File: config.mk
export PLATFORM = sky130hd
export DESIGN_NAME = bis_ctrl
export DESIGN_NICKNAME = d
export VERILOG_FILES = /design/src/hw/rtl/bis_pkg.sv /design/src/hw/rtl/bis_ctrl.sv
export SDC_FILE = /design/constraint.sdc
export NUM_CORES = 1
export LEC_CHECK = 0
export ABC_AREA = 1
export BUFFER_PORTS_ARGS = -buffer_cell sky130_fd_sc_hd__buf_2
export CORE_AREA = 2 2 39 41
export DETAILED_ROUTE_END_ITERATION = 12
export DIE_AREA = 0 0 41 43
export MAX_ROUTING_LAYER = met4
export PLACE_DENSITY = 0.53
export RECOVER_POWER = 50
export SLEW_MARGIN = 10
export SYNTH_ARGS = -nofsm -noshare
export SYNTH_HDL_FRONTEND = slang
export SYNTH_SLANG_ARGS = --single-unit
File: constraint.sdc
create_clock -name i_clk -period 2.8 [get_ports i_clk]
set_input_delay 0 -clock i_clk [delete_from_list [all_inputs] [get_ports i_clk]]
set_output_delay 0 -clock i_clk [all_outputs]
set_load 0.01 [all_outputs]
File: src/hw/rtl/bis_pkg.sv
// Shared types and constants of the bilinear image scaler.
package bis_pkg;

    localparam int CH_W       = 8;
    localparam int NCH        = 3;
    localparam int PIX_W      = CH_W * NCH;
    localparam int SRC_DIM_W  = 9;
    localparam int DST_DIM_W  = 12;
    localparam int STEP_W     = 24;
    localparam int FRAC_W     = 16;
    localparam int PX_W       = STEP_W + DST_DIM_W;
    localparam int IX_W       = PX_W - FRAC_W;
    localparam int WGT_W      = FRAC_W + 1;
    localparam int ACC_P_W    = CH_W + WGT_W;
    localparam int ACC_W      = CH_W + FRAC_W;
    localparam int MIX_P_W    = ACC_W + WGT_W;
    localparam int SUM_W      = CH_W + 2 * FRAC_W;
    localparam int CFG_IDX_W  = 3;
    localparam int CFG_DATA_W = STEP_W;

    localparam logic [WGT_W-1:0] WGT_ONE = WGT_W'(1) << FRAC_W;

    localparam logic OP_LOAD = 1'b0;
    localparam logic OP_EMIT = 1'b1;

    localparam logic [CFG_IDX_W-1:0] CFG_SRC_WIDTH  = 3'd0;
    localparam logic [CFG_IDX_W-1:0] CFG_SRC_HEIGHT = 3'd1;
    localparam logic [CFG_IDX_W-1:0] CFG_DST_WIDTH  = 3'd2;
    localparam logic [CFG_IDX_W-1:0] CFG_DST_HEIGHT = 3'd3;
    localparam logic [CFG_IDX_W-1:0] CFG_X_STEP     = 3'd4;
    localparam logic [CFG_IDX_W-1:0] CFG_Y_STEP     = 3'd5;

    localparam logic [SRC_DIM_W-1:0] RST_SRC_DIM = 9'd256;
    localparam logic [DST_DIM_W-1:0] RST_DST_DIM = 12'd256;
    localparam logic [STEP_W-1:0]    RST_STEP    = 24'd65280;

    typedef enum logic [3:0] {
        ST_IDLE,
        ST_COORD,
        ST_ROWS,
        ST_RD_A,
        ST_RD_B,
        ST_RD_C,
        ST_RD_D,
        ST_ACC_D,
        ST_MIX_V,
        ST_MIX_H,
        ST_OUT
    } t_state;

    // Neighbors: A top-left, B top-right, C bottom-left, D bottom-right.
    typedef enum logic [1:0] {
        NBR_A,
        NBR_B,
        NBR_C,
        NBR_D
    } t_nbr;

    typedef struct packed {
        logic in_ready;
        logic load;
        logic emit;
        logic latch_coord;
        logic latch_rows;
        logic rd_en;
        t_nbr rd_sel;
        logic acc_en;
        t_nbr acc_sel;
        logic mix_v;
        logic mix_h;
        logic out_load;
    } t_cmd;

    typedef struct packed {
        logic out_free;
    } t_stat;

endpackage

File: src/hw/rtl/bis_ctrl.sv
// Controller state machine that sequences loads and emits through the datapath.
module bis_ctrl (
    input  logic          i_clk,
    input  logic          i_rst_n,
    input  logic          i_in_valid,
    input  logic          i_in_opcode,
    input  bis_pkg::t_stat i_stat,
    output bis_pkg::t_cmd  o_cmd
);
    import bis_pkg::*;

    t_state r_state;
    t_state n_state;

    always_ff @(posedge i_clk) begin
        if (!i_rst_n) begin
            r_state <= ST_IDLE;
        end else begin
            r_state <= n_state;
        end
    end

    always_comb begin
        n_state = r_state;
        o_cmd = '0;
        o_cmd.rd_sel = NBR_A;
        o_cmd.acc_sel = NBR_A;
        unique case (r_state)
            ST_IDLE: begin
                o_cmd.in_ready = i_rst_n;
                if (i_in_valid && i_rst_n) begin
                    if (i_in_opcode == OP_EMIT) begin
                        o_cmd.emit = 1'b1;
                        n_state = ST_COORD;
                    end else begin
                        o_cmd.load = 1'b1;
                    end
                end
            end
            ST_COORD: begin
                o_cmd.latch_coord = 1'b1;
                n_state = ST_ROWS;
            end
            ST_ROWS: begin
                o_cmd.latch_rows = 1'b1;
                n_state = ST_RD_A;
            end
            ST_RD_A: begin
                o_cmd.rd_en = 1'b1;
                o_cmd.rd_sel = NBR_A;
                n_state = ST_RD_B;
            end
            ST_RD_B: begin
                o_cmd.rd_en = 1'b1;
                o_cmd.rd_sel = NBR_B;
                o_cmd.acc_en = 1'b1;
                o_cmd.acc_sel = NBR_A;
                n_state = ST_RD_C;
            end
            ST_RD_C: begin
                o_cmd.rd_en = 1'b1;
                o_cmd.rd_sel = NBR_C;
                o_cmd.acc_en = 1'b1;
                o_cmd.acc_sel = NBR_B;
                n_state = ST_RD_D;
            end
            ST_RD_D: begin
                o_cmd.rd_en = 1'b1;
                o_cmd.rd_sel = NBR_D;
                o_cmd.acc_en = 1'b1;
                o_cmd.acc_sel = NBR_C;
                n_state = ST_ACC_D;
            end
            ST_ACC_D: begin
                o_cmd.acc_en = 1'b1;
                o_cmd.acc_sel = NBR_D;
                n_state = ST_MIX_V;
            end
            ST_MIX_V: begin
                o_cmd.mix_v = 1'b1;
                n_state = ST_MIX_H;
            end
            ST_MIX_H: begin
                o_cmd.mix_h = 1'b1;
                n_state = ST_OUT;
            end
            ST_OUT: begin
                // Hold the finished pixel until the output register can take it.
                if (i_stat.out_free) begin
                    o_cmd.out_load = 1'b1;
                    n_state = ST_IDLE;
                end
            end
            default: begin
                n_state = ST_IDLE;
            end
        endcase
    end

endmodule

==> out/qor.yml, run 1 <==
cpPeakStageDelay_ns: 0.48
synth_cells: 55
grt_usage_pct: 10.2
hold_viol: 0
synth_top_family_by_area: "simple AND/OR/NAND/NOR gates"
cts_root_buf: "clkbuf_4"
clkSinkCount: 4
dieArea_sq_mm: 0.00176
dr.pass1.iters: 4
biggestRegsByFlops: "r_state (4)"
synthesis.area_sq_um: 314
synth-main-ff-cell: "dfxtp_1"
synth-adder-area-share_pct: 0
dpl.hpwl_microns: 603
ant_nets: 0
relSlewSlack_pct: 80.2
irDropWorstVdd_mv: 0.123
grt_pass1_vias: 328
cap_violations: 0
start_kind: "flop"
cts.repair.resized: 0
synth-edff-count: 0
grt_pass1_wl_microns: 1140
initial_utilization_pct: 22.7
p_total_mw: 0.218
top_register: "r_state"
crit_slowest_cell: "dfxtp_1"
path_cells: "nand2_1 > a21oi_1 > inv_1 > buf_2"
vias: 386
finalCritPeriodShare_pct: 45.2
setup_viol: 0
ioPinCount: 19
cts_buffers: 3
max_freq_mhz: 791
synth_seq_area_share_pct: 25.5
synth_area_per_cell_sq_um: 5.71
drc: 0
syn_to_final_growth_pct: 36.3
clkLatencyLatePin_ns: 0.24
h-tree-depth: 1
layout-drive-gt1-share_pct: 26.7
worstSetupPathType: "reg2out"
synth_mux_area_share_pct: 0
cp.arrival_ns: 1.26
cp_max_fo: 8
synth.top_cells.by_count: "20 x nor2_1, 9 x inv_1, 5 x nand2_1"
avgViaCountPerCell: 4.24
yosys-top-cells-area: "dfxtp_1 25%, nor2_1 24%, inv_1 11%"
reg2reg_slack_ns: 1.78
synthesis.nets: 60
synth_simple_gate_area_share_pct: 53.0
yosysMostFrequentCell: "nor2_1"
p_leak_nw: 0.244
ys_types: 13
grt_max_degree: 9
ctsLongestPathBuffers: 2
largest_reg_flops: 4
cts_hold_buf: 0
yosys_warnings: 0
min_path_type: "in2reg"
avgRoutedWirePerCell_microns: 8.02
power_density_mw_per_mm2: 509
n_antenna_cell: 0
clkTransAtPathRegs_ns: 0.04
fin_tns_setup_ns: 0
gp_congestion: 0.689
async_reset_ff_share_pct: 0
synth_top_area_cell: "dfxtp_1"
min_period_ns: 1.26
worst_pin_slew_ns: 0.297
cp.required_ns: 2.80
antenna_found_initial: 0
rsz0062_at_grt: "no"
fp.coreArea_sq_mm: 0.00138
drtIter0Drc: 2
synth_compound_area_share_pct: 4.78
dieHeight_microns: 43
ys_ff_latch: 4
die-width_microns: 41
synth_top_area_share_pct: 25.5
grt_overflow_total: 0
outcome: "finished clean"
maxSlewViolCount: 0
clock_skew_ns: 0.00194
synthXorXnorAreaFrac_pct: 0
buffer_ports.inserted: 18
nNetsFinal: 82
end_kind: "output pin"
post_cts_buffers: 0
std_cell_rows: 14
finalWirelength_microns: 730
cts_tree: "done"
final timing paths:
| path | cells after the start | from | to |
|---|---|---|---|
| max | 4 | r_state[0] | o_cmd[8] |
| min | 3 | i_rst_n | r_state[0] |
| min reg2reg | 4 | r_state[3] | r_state[3] |
| max reg2reg | 5 | r_state[1] | r_state[0] |
critical path, delay by kind of cell, from the launching register on:
| kind | cells | cell delay (ns) |
|---|---|---|
| buf+inv | 2 | 0.18 |
| simple gates | 1 | 0.15 |
| compound gates | 1 | 0.21 |
| flops | 1 | 0.48 |
logic make-up (layout without fill, tap and decap cells):
logic type / count (synthesis) / in the layout
buffers and inverters: 12 / 32
AO/OA/AOI/OAI: 3 / 3
flip-flops: 4 / 4
AND/OR/NAND/NOR: 36 / 36
metal layers:
metal	global-route usage [%]	routed length, microns	share of wire [%]
met2	15.9	340	47
met5	-	0	0
met3	3.14	43	5.9
met1	8.74	324	44
met4	10.0	21	2.9
area by class of cell:
cell class	count	area (sq um)
tap	16	20.0
inverter	11	41.3
clock buffer	3	22.5
fill	170	956
timing repair buffer	18	85.1
sequential	4	80.1
multi-input combinational	39	179
stage by stage:
| step | worst slack [ns] | hold WS, ns | cells | util (%) | cell area (sq um) |
|---|---|---|---|---|---|
| after global placement | 1.79 | 0.256 | 88 | 29.8 | 413 |
| final | 1.54 | 0.0754 | 91 | 30.9 | 428 |
| after detailed placement | 1.79 | 0.261 | 88 | 29.8 | 413 |
| after global routing | 1.41 | 0.0860 | 91 | 30.9 | 428 |
| after floorplan | 1.90 | 0.0332 | 55 | - | 314 |
| after CTS | 1.54 | 0.0761 | 91 | 31.5 | 435 |
placed cells by master, fill, tap and decap left out:
master / netlist / routed
dfxtp_1: 4 / 4
buf_2: 0 / 14
a21oi_1: 3 / 3
nor2_4: 1 / 1
nor2_1: 20 / 20
clkbuf_4: 0 / 3
nor3_2: 1 / 1
nor3_1: 4 / 4
inv_1: 9 / 11
nand2_1: 5 / 6
clkbuf_1: 0 / 4
nand3_1: 3 / 3
nand3_2: 1 / 1
power by group:
group | internal [mW] | switching, mW | leakage, nW
logic | 0.0266 | 0.0440 | 0.197
registers | 0.0633 | 0.0112 | 0.0326
clock network | 0.0480 | 0.0248 | 0.0138
(Power assumes the default switching activity.)
==> inputs of run 2 (changes only) <==
--- a/config.mk
+++ b/config.mk
@@ -5,13 +5,12 @@
 export SDC_FILE = /design/constraint.sdc
 export NUM_CORES = 1
 export LEC_CHECK = 0
-export ABC_AREA = 1
+export ABC_AREA = 0
 export BUFFER_PORTS_ARGS = -buffer_cell sky130_fd_sc_hd__buf_2
-export CORE_AREA = 2 2 39 41
+export CORE_UTILIZATION = 26
 export DETAILED_ROUTE_END_ITERATION = 12
-export DIE_AREA = 0 0 41 43
 export MAX_ROUTING_LAYER = met4
-export PLACE_DENSITY = 0.53
+export PLACE_DENSITY = 0.56
 export RECOVER_POWER = 50
 export SLEW_MARGIN = 10
 export SYNTH_ARGS = -nofsm -noshare
==> constraint.sdc (replaced) <==
create_clock -name i_clk -period 1.3 [get_ports i_clk]
set_input_delay 0 -clock i_clk [delete_from_list [all_inputs] [get_ports i_clk]]
set_output_delay 0 -clock i_clk [all_outputs]
set_load 0.01 [all_outputs]
==> run 2 against run 1 <==
- synthesized cell count shrank 22%
- register-to-register slack lost 1.5 ns
- combinational power grew 36%
- area after synthesis grew 9.2%
- clock skew grew 0.0073 ns
- worst setup slack lost 1.5 ns
- flip-flop and latch count is the same
- final area grew 12%
- sequential power grew 84%
- die area shrank 17%
- first-iteration DRC count grew to 2.5 times the previous value
- critical path type unchanged
- largest cell class unchanged
==> out/qor.yml, run 2 <==
ys_ff_latch: 4  # unchanged
hold_viol: 0  # unchanged
reg2regPathDepth: 4  # was 5
final_cell_mix: "16 x buf_2, 6 x nor2_1"  # was 20 x nor2_1, 14 x buf_2, 11 x inv_1
grt_overflow_total: 0  # unchanged
dieHeight_microns: 38.3  # was 43 microns
final_area_sq_um: 478  # was 428 sq um
clkTransAtPathRegs_ns: 0.04  # about the same
post_cts_buffers: 0  # unchanged
drtIter0Drc: 5  # was 2
cts_buffers: 3  # unchanged
gp_congestion: 0.679  # was 0.689
ioPinCount: 19  # unchanged
relSlewSlack_pct: 84.5  # was 80.2%
grt_pass1_vias: 270  # was 328
synth.top_cells.by_count: "6 x nor2_1, 4 x dfxtp_1, 3 x and2_1, 3 x nand2b_1, 3 x nor3_1"  # was 20 x nor2_1, 9 x inv_1, 5 x nand2_1
buffer_ports.inserted: 18  # unchanged
ys_types: 25  # was 13
reg2reg_slack_ns: 0.28  # was 1.78 ns
grt_max_degree: 11  # was 9
hold_start: "i_stat"  # was i_rst_n
worst_pin_slew_ns: 0.231  # was 0.297 ns
synthesis.area_sq_um: 343  # was 314 sq um
die-width_microns: 38.3  # was 41 microns
start_kind: "flop"  # unchanged
utilization_pct: 40.8  # was 30.9%
fp.coreArea_sq_mm: 0.00117  # was 0.00138 sq mm
synth_area_per_cell_sq_um: 7.97  # was 5.71 sq um
top_register: "r_state"  # unchanged
antenna_found_initial: 0  # unchanged
power_density_mw_per_mm2: 820  # was 509 mW/mm^2
synth_cells: 43  # was 55
finalCritPeriodShare_pct: 97.3
p_total_mw: 0.392  # was 0.218 mW
synth_top_area_cell: "dfxtp_1"  # unchanged
outcome: "finished clean"  # unchanged
synth_compound_area_share_pct: 19.3  # was 4.78%
clkSinkCount: 4  # unchanged
ant_nets: 0  # unchanged
yosys-top-cells-area: "dfxtp_1 23%, nor2_1 6.6%, nor4_4 6.2%"  # was dfxtp_1 25%, nor2_1 24%, inv_1 11%
cts_root_buf: "clkbuf_4"  # unchanged
synth_seq_area_share_pct: 23.4  # was 25.5%
dieArea_sq_mm: 0.00147  # was 0.00176 sq mm
p_leak_nw: 0.246  # was 0.244 nW
synth_mux_area_share_pct: 0  # unchanged
h-tree-depth: 1  # unchanged
drc: 0  # unchanged
synth-edff-count: 0  # unchanged
irDropWorstVdd_mv: 0.380  # was 0.123 mV
cp.arrival_ns: 1.26  # about the same
dr.pass1.iters: 3  # was 4
yosysMostFrequentCell: "nor2_1"  # unchanged
cap_violations: 0  # unchanged
async_reset_ff_share_pct: 0  # unchanged
largest_reg_flops: 4  # unchanged
initial_utilization_pct: 29.3  # was 22.7%
cts_tree: "done"  # unchanged
synthXorXnorAreaFrac_pct: 2.55  # was 0%
synth_top_area_share_pct: 23.4  # was 25.5%
biggestRegsByFlops: "r_state (4)"  # unchanged
maxSlewViolCount: 0  # unchanged
nNetsFinal: 71  # was 82
synth-main-ff-cell: "dfxtp_1"  # unchanged
worst_hold_slack_ns: 0.0700  # was 0.0754 ns
synthesis.nets: 48  # was 60
yosys_warnings: 0  # unchanged
layout-drive-gt1-share_pct: 48.4  # was 26.7%
avgRoutedWirePerCell_microns: 9.44  # was 8.02 microns
grt_pass1_wl_microns: 1080  # was 1140 microns
cp.required_ns: 1.30  # was 2.80 ns
clkLatencyLatePin_ns: 0.24  # about the same
grt_usage_pct: 11.4  # was 10.2%
layout_commonest_cell: "buf_2"  # was nor2_1
synth-adder-area-share_pct: 0  # unchanged
min_to: "r_state[1]"  # was r_state[0]
max_freq_mhz: 791
dpl.hpwl_microns: 591  # was 603 microns
rsz0062_at_grt: "yes"  # was no
vias: 347  # was 386
avgViaCountPerCell: 4.45  # was 4.24
startpoint: "r_state[3]"  # was r_state[0]
post_dp_cell_area_sq_um: 444  # was 413 sq um
clock_skew_ns: 0.00927  # was 0.00194 ns
worstSetupPathType: "reg2out"  # unchanged
reg2reg_to: "r_state[2]"  # was r_state[0]
end_kind: "output pin"  # unchanged
setup_viol: 0  # unchanged
r2r_start: "r_state[0]"  # was r_state[1]
min_period_ns: 1.26
n_antenna_cell: 0  # unchanged
synth_simple_gate_area_share_pct: 44.2  # was 53.0%
cp_max_fo: 6  # was 8
synth_top_family_by_area: "simple AND/OR/NAND/NOR gates"  # unchanged
ctsLongestPathBuffers: 2  # unchanged
syn_to_final_growth_pct: 39.4  # was 36.3%
min_path_type: "in2reg"  # unchanged
std_cell_rows: 12  # was 14
finalWirelength_microns: 736  # was 730 microns
whs_path_depth: 3  # unchanged
==> run 2: final cells by class <==
type / instances / area (sq um)
Tap cell: 14 / 17.5
Sequential cell: 4 / 87.6
Fill cell: 139 / 693
Clock buffer: 3 / 22.5
Multi-Input combinational cell: 33 / 223
Inverter: 2 / 7.51
Timing Repair Buffer: 22 / 120
==> run 2: worst max-delay path: stages (launching register included) <==
cell and delay, ns:
dfxtp_4 0.36, nor4_4 0.28, nand2_2 0.10, nor3b_2 0.15, buf_2 0.14
==> run 2: timing repair <==
action / in CTS / in global routing
setup endpoints to repair: 2 / 4
resized for setup: 2 / 3
pin swaps: 1 / 2
gates cloned: 0 / 0
hold endpoints to repair: 1 / 0
hold buffers: 1 / 0
==> run 2: cells by family (layout without fill, tap and decap cells) <==
kind of cell | Yosys count | after routing
AND/OR/NAND/NOR | 24 | 24
flip-flops | 4 | 4
XOR/XNOR | 1 | 1
buffers and inverters | 6 | 27
AO/OA/AOI/OAI | 8 | 8
==> run 2: power by group <==
group,internal (mW),switching (mW),total (mW)
Clock,0.104,0.0556,0.159
Sequential,0.128,0.00877,0.137
Combinational,0.0471,0.0488,0.0959
Total,0.279,0.113,0.392
==> run 2: routing by layer <==
layer	GRT usage (%)	part of all wire, %	vias to the layer above	wire (microns)
li1	-	-	187	-
met1	13.0	48	152	350
met2	16.9	47	8	344
met3	6.98	5.6	0	41
met4	2.68	0	0	0
met5	-	0	-	0
==> run 2: metrics by stage <==
stage	cells	setup TNS [ns]	setup slack, ns
2_1_floorplan	43	0	0.244
3_3_place_gp	74	0	0.226
3_5_place_dp	74	0	0.209
4_1_cts	78	0	0.00233
5_1_grt	78	-0.0577	-0.0577
6_report	78	0	0.0353
==> run 2: worst max path at each step <==
stage | cells after the start | to
floorplan | 4 | r_state[1]
global placement | 4 | o_cmd[12]
detailed placement | 4 | o_cmd[12]
CTS | 4 | o_cmd[12]
global route | 4 | o_cmd[12]
finish | 4 | o_cmd[12]
